$ cat src/sv/wps_pkg.sv
// Shared types and constants for the widest-path search block.
// No dependencies; imported by every module of the block.
`default_nettype none

package wps_pkg;

    localparam int MAX_NODES_DEF   = 1024;
    localparam int MAX_EDGES_DEF   = 4096;
    localparam int WEIGHT_BITS_DEF = 24;

    localparam int ID_W     = 11;   // node id and node count field width
    localparam int WIN_W    = 24;   // weight field width
    localparam int CAP_W    = 27;   // capacity width
    localparam logic [CAP_W-1:0] INF_CAP = CAP_W'(100000000);

    localparam logic [1:0] OP_ADD   = 2'd0;
    localparam logic [1:0] OP_CLEAR = 2'd1;
    localparam logic [1:0] OP_QUERY = 2'd2;

    // Controller to datapath commands
    typedef struct packed {
        logic store_edge;
        logic clear_graph;
        logic load_n;
        logic clr_step;
        logic init_src;
        logic scan_start;
        logic scan_rd;
        logic settle;
        logic edge_start;
        logic edge_rd;
        logic edge_chk;
        logic node_chk;
        logic res_src;
        logic res_unreach;
        logic res_found;
    } t_cmd;

    // Datapath to controller status
    typedef struct packed {
        logic n_one;
        logic node_last;
        logic have;
        logic u_last;
        logic edges_done;
    } t_stat;

endpackage

`default_nettype wire

$ cat src/sv/wps_ctrl.sv
// Sequencer of the widest-path search: clear sweep, node scan, settle and edge relax.
// Depends on wps_pkg.
`default_nettype none

module wps_ctrl (
    input  wire               i_clk,
    input  wire               i_rst_n,
    input  wire               i_start,
    input  wire  [1:0]        i_op,
    input  wps_pkg::t_stat    i_stat,
    output wps_pkg::t_cmd     o_cmd,
    output logic              o_busy
);
    import wps_pkg::*;

    typedef enum logic [3:0] {
        S_IDLE, S_CLR, S_INIT, S_SCAN, S_SCAN_END, S_SEL, S_ERD, S_ECHK, S_NCHK
    } t_state;

    t_state r_state, n_state;

    always_comb begin
        n_state = r_state;
        o_cmd   = '0;
        case (r_state)
            S_IDLE: begin
                if (i_start) begin
                    case (i_op)
                        OP_ADD:   o_cmd.store_edge = 1'b1;
                        OP_CLEAR: o_cmd.clear_graph = 1'b1;
                        OP_QUERY: begin
                            o_cmd.load_n = 1'b1;
                            n_state      = S_CLR;
                        end
                        default: ;
                    endcase
                end
            end
            S_CLR: begin
                o_cmd.clr_step = 1'b1;
                if (i_stat.node_last) n_state = S_INIT;
            end
            S_INIT: begin
                if (i_stat.n_one) begin
                    o_cmd.res_src = 1'b1;
                    n_state       = S_IDLE;
                end else begin
                    o_cmd.init_src   = 1'b1;
                    o_cmd.scan_start = 1'b1;
                    n_state          = S_SCAN;
                end
            end
            S_SCAN: begin
                o_cmd.scan_rd = 1'b1;
                if (i_stat.node_last) n_state = S_SCAN_END;
            end
            S_SCAN_END: n_state = S_SEL;
            S_SEL: begin
                if (!i_stat.have) begin
                    o_cmd.res_unreach = 1'b1;
                    n_state           = S_IDLE;
                end else begin
                    o_cmd.settle = 1'b1;
                    if (i_stat.u_last) begin
                        o_cmd.res_found = 1'b1;
                        n_state         = S_IDLE;
                    end else begin
                        o_cmd.edge_start = 1'b1;
                        n_state          = S_ERD;
                    end
                end
            end
            S_ERD: begin
                if (i_stat.edges_done) begin
                    o_cmd.scan_start = 1'b1;
                    n_state          = S_SCAN;
                end else begin
                    o_cmd.edge_rd = 1'b1;
                    n_state       = S_ECHK;
                end
            end
            S_ECHK: begin
                o_cmd.edge_chk = 1'b1;
                n_state        = S_NCHK;
            end
            S_NCHK: begin
                o_cmd.node_chk = 1'b1;
                n_state        = S_ERD;
            end
            default: n_state = S_IDLE;
        endcase
    end

    always_ff @(posedge i_clk) begin
        if (!i_rst_n) r_state <= S_IDLE;
        else          r_state <= n_state;
    end

    assign o_busy = (r_state != S_IDLE);

endmodule

`default_nettype wire

$ cat config.mk
export PLATFORM = sky130hd
export DESIGN_NAME = wps_ctrl
export DESIGN_NICKNAME = d
export VERILOG_FILES = /design/src/sv/wps_pkg.sv /design/src/sv/wps_ctrl.sv
export SDC_FILE = /design/constraint.sdc
export NUM_CORES = 1
export LEC_CHECK = 0
export BUFFER_PORTS_ARGS = -buffer_cell sky130_fd_sc_hd__buf_2
export CAP_MARGIN = 20
export CORE_AREA = 4 4 41 43
export CTS_CLUSTER_SIZE = 14
export DETAILED_ROUTE_END_ITERATION = 7
export DIE_AREA = 0 0 45 47
export PLACE_DENSITY_LB_ADDON = 0.25
export SYNTH_ARGS = -nofsm -noshare
export SYNTH_HDL_FRONTEND = slang
export SYNTH_SLANG_ARGS = --single-unit
$ cat constraint.sdc
create_clock -name i_clk -period 1.6 [get_ports i_clk]
set_input_delay 0.32 -clock i_clk [delete_from_list [all_inputs] [get_ports i_clk]]
set_output_delay 0.32 -clock i_clk [all_outputs]
set_load 0.02 [all_outputs]
---- After elaboration in Yosys (flattened, before gate mapping) ----
Cells that the tools add are included.
word-level totals
  register bits after elaboration ......... 4
  input port bits ......................... 10
  output and inout bits ................... 16
  word-level logic and storage cells ...... 52
cells by class
  equal/unequal tests ..................... 14
  reduce and logical (&&, ||, !) cells .... 4
  multiplexer cells ....................... 33
operator list
  cell                  count
  $pmux W4 S9           1
  $mux W4               5
  $mux W1               17
  $eq A4 B3 Y1 const B  4
  $mux W3               4
  $mux W2               5
  $eq A4 B2 Y1 const B  2
  $ne A2 B2 Y1 const B  3
  $eq A4 B1 Y1 const B  1
  $eq A4 B4 Y1 const B  1
  $logic_not A4 Y1      1
  $reduce_and A4 Y1     1
  $reduce_bool A4 Y1    1
  $eq A2 B1 Y1 const B  1
  $eq A2 B2 Y1 const B  1
  $logic_not A2 Y1      1
  $ne A2 B1 Y1 const B  1
  $pmux W1 S2           1

---- Depth between registers and ports, before layout ----
  depth after elaboration ................. 4
  gate-level depth with buffers ........... 5
  gate-level depth less buffers ........... 4

---- Worst setup path before layout ----
No wires, ideal clock.
  kind .................................... register -> output
  from .................................... register r_state[2]
  to ...................................... output o_cmd[9] (netlist name)
  stages on the path, launching flop included .. 3
  arrival time ............................ 1804 ps
  path slack .............................. -524 ps
  required time ........................... 1280 ps
  cells stage by stage .................... dfxtp_1 > and2b_2 > a2111oi_0
RTL lines
  what                    RTL line        text
  from (decl)             wps_ctrl.sv:20  t_state r_state, n_state;
  from (signal assigned)  wps_ctrl.sv:96  else r_state <= n_state;
  to (decl)               wps_ctrl.sv:11  output wps_pkg::t_cmd o_cmd,

==> flow_metrics.tcl <==
set metrics [dict create \
    netlist.area_leader.share_pct 18.8 \
    run_status "finished, violations left" \
    detailroute.via_count 529 \
    setup.worst_path.start "r_state[3]$_SDFFE_PN0P_" \
    core_um2 1300 \
    regMostFlops "r_state" \
    timing.critical_path.to "o_cmd[0]" \
    timing.critical_path.cells "nand2b_4 -> or3_4 -> inv_2 -> and2_4 -> buf_6" \
    vdd_drop_max_mv 0.381 \
    area_share_of_fa_ha_maj_cells_after_synthesis_pct 0 \
    place.detailed.instances 101 \
    ctsHoldBuffers 0 \
    chipWidth_um 45 \
    biggest_area_consumer_among_synthesized_cells "sky130_fd_sc_hd__dfxtp_1" \
    largest_register_ffs 4 \
    max_cap_violations 0 \
    hold_violations 0 \
    drt_pass1_iterations 4 \
    setup_viol 7 \
    initial_core_util_pct 32.7 \
    grt_first_pass_wirelength_um 2300 \
    top_ports 26 \
    post-route-cell-area_um2 843 \
    cts_num_sinks 4 \
    groute.usage.overall_pct 14.7 \
    dieHeight_um 47 \
    max-slew-margin-rel_pct 74.7 \
    synth_sequential_area_ratio_pct 18.8 \
    synthDistinctLibCells 31 \
    final-max-slew-violation-count 0 \
    timing.hold.ws_ns 0.340 \
    regToRegSetupSlack_ns 0.17 \
    grt_start_max_net_pins 9 \
    timing.setup.critical_path_class "reg -> out" \
    arrival_ns 1.39 \
    critical_path.startpoint_type "register" \
    vias_per_cell 4.94 \
    timing.final.crit_share_pct 107 \
    synthCells 53 \
    grt_pass1_vias 537 \
    yosys_register_bits 4 \
    synthesized_netlist_net_count 63 \
    worst-slew-pin-transition_ns 0.379 \
    crit_required_ns 1.28 \
    clk_path_buf_depth 2 \
    critical_path_cell_count 5 \
    worst_setup_path_end_kind "primary output" \
    antenna_found_initial 0 \
    critical_path.reg2reg.endpoint "r_state[1]$_SDFFE_PN0P_" \
    cts_tree "built" \
    num_rows 13 \
    failed_checks "setup timing" \
    tritoncts_buffer_count 3 \
    synth.mux.area_fraction_pct 2.35 \
    r2r_start "r_state[3]$_SDFFE_PN0P_" \
    globalRoute.totalOverflow 0 \
    syn2layout_area_growth_pct 98.2 \
    residual_drc_count 0 \
    synth_top_family_by_area "simple AND/OR/NAND/NOR gates" \
    slowest_delay_ns 0.38 \
    yosysWarnings 0 \
    post_synth.cell_area_avg_um2 8.03 \
    drt_antenna_net_count 0 \
    cts.root.buffer_cell "sky130_fd_sc_hd__clkbuf_4" \
    clock_insertion_delay_worst_skew_ns 0.23 \
    final_layout_size_suffix_gt1_share_pct 70.7 \
    path_max_fanout 3 \
    clock_period_minus_final_worst_setup_slack_ns 1.71 \
    ctsHtreeMaxLevel 1 \
    clock.fmax_mhz 586 \
    synth_simple_gate_area_share_pct 49.4 \
    rr_worst_depth 5 \
    skew_ns 0.000874 \
    dp_hpwl_um 1030 \
    cellPowerDensity_nw_per_um2 385 \
    dpl_cell_area_um2 666 \
    die_area_um2 2120 \
    wl_per_cell_um 12.7 \
    io_buffers 25 \
    synth_area_um2 425 \
    unrepaired_setup_endpoints_after_global_routing "yes" \
    setup_ws_ns -0.105 \
    path_delay_family "simple AND/OR/NAND/NOR gates" \
    xor_xnor_share_of_the_synthesized_area_pct 0 \
    synth_compound_area_share_pct 17.6 \
    gp_routability_congestion 0.732 \
    dr.first_iter.drc_count 4 \
    final_cell_count_no_fill 107 \
    clk_transition_reported_paths_ns 0.04 \
    cp_num_buf_inv 2 \
    synth_area_leaders "sky130_fd_sc_hd__dfxtp_1 (19%), sky130_fd_sc_hd__nor4b_1 (8.2%), sky130_fd_sc_hd__nor4_4 (5.0%)" \
    nets 104 \
    drt-total-wl_um 1360 \
    worst_hold_path_type "in -> reg" \
    power.static_leakage_nw 0.380 \
    crit_path_top_delay_cell "sky130_fd_sc_hd__or3_4" \
    antenna-diode-count 0 \
    reg.largest.list "r_state x4" \
]
## synthesized netlist by cell type (all sizes together)
library cell / number
mux2i: 1
nand2: 4
o31a: 1
a2111oi: 1
and2: 2
nor4b: 4
nor2: 3
a221oi: 1
a211oi: 1
nor4: 2
o31ai: 1
buf: 4
o21bai: 1
nand3b: 1
o22ai: 1
and2b: 1
dfxtp: 4
a32o: 1
nand2b: 4
and4b: 1
inv: 5
or3: 2
nor3: 4
nor3b: 1
o21ai: 2
## worst min path at each step
stage	startpoint	slack, ns	depth (start not counted)	end
after global routing	i_rst_n	0.36	2	r_state[3]$_SDFFE_PN0P_
after global placement	i_rst_n	0.58	2	r_state[3]$_SDFFE_PN0P_
after floorplan	i_rst_n	0.44	1	r_state[3]$_SDFFE_PN0P_
after CTS	i_rst_n	0.33	2	r_state[3]$_SDFFE_PN0P_
final	i_rst_n	0.34	2	r_state[3]$_SDFFE_PN0P_
after detailed placement	r_state[3]$_SDFFE_PN0P_	0.57	2	r_state[0]$_SDFFE_PN0P_
## per-stage QoR
| stage | worst slack, ns | power (mW) | setup TNS [ns] | util, % |
|---|---|---|---|---|
| finish | -0.105 | 0.325 | -0.407 | 64.8 |
| CTS | -0.127 | 0.325 | -0.548 | 61.0 |
| floorplan | -0.0234 | 0.149 | -0.0277 | - |
| detailed placement | 0.0323 | 0.188 | 0 | 51.2 |
| global route | -0.163 | 0.347 | -0.910 | 64.8 |
| global placement | 0.0440 | 0.187 | 0 | 51.2 |
## placed cells by master (no fill, tap or decap), types with 2 or more instances in the layout
master                     instances
sky130_fd_sc_hd__dfxtp_4           3
sky130_fd_sc_hd__buf_2            15
sky130_fd_sc_hd__buf_4            17
sky130_fd_sc_hd__inv_1             3
sky130_fd_sc_hd__nor3_1            3
sky130_fd_sc_hd__nor2_4            2
sky130_fd_sc_hd__o21ai_0           2
sky130_fd_sc_hd__inv_2             2
sky130_fd_sc_hd__nor4b_4           2
sky130_fd_sc_hd__buf_6             8
sky130_fd_sc_hd__nand2_1           3
sky130_fd_sc_hd__clkbuf_4          3
sky130_fd_sc_hd__nand2b_4          3
## kinds of logic after synthesis
family / Yosys count
compound gates: 10
buf+inv: 9
flops: 4
mux: 1
simple gates: 29
## what timing repair did
item	4_1_cts	5_1_grt
setup buffers	2	1
resized for setup	24	12
setup endpoints to repair	12	12
pin swaps	7	2
## cell type report
type	instances	area (um^2)
Inverter	5	18.8
Tap cell	15	18.8
Fill cell	122	458
Clock buffer	3	22.5
Sequential cell	4	92.6
Timing Repair Buffer	40	293
Multi-Input combinational cell	40	398
## where the power goes
part           leakage [nW]  internal, mW  switching (mW)
Clock                0.0138        0.0837          0.0388
Sequential           0.0352        0.0986         0.00413
Combinational         0.331        0.0519          0.0475
Total                 0.380         0.234          0.0904
## per-layer routing
layer / track usage (%) / share of wire [%] / vias up
li1: - / - / 276
met2: 26.0 / 51 / 13
met4: 7.02 / 1.5 / 0
met3: 1.53 / 5.4 / 2
met5: 0 / 0 / -
met1: 17.8 / 42 / 238
## worst register-to-register path, delay by kind of cell, from the launching register on
family / cells / cell delay [ns]
flops: 1 / 0.33
buf+inv: 2 / 0.27
compound gates: 1 / 0.21
simple gates: 2 / 0.51
Note: power is estimated with default switching activity, not from simulation.
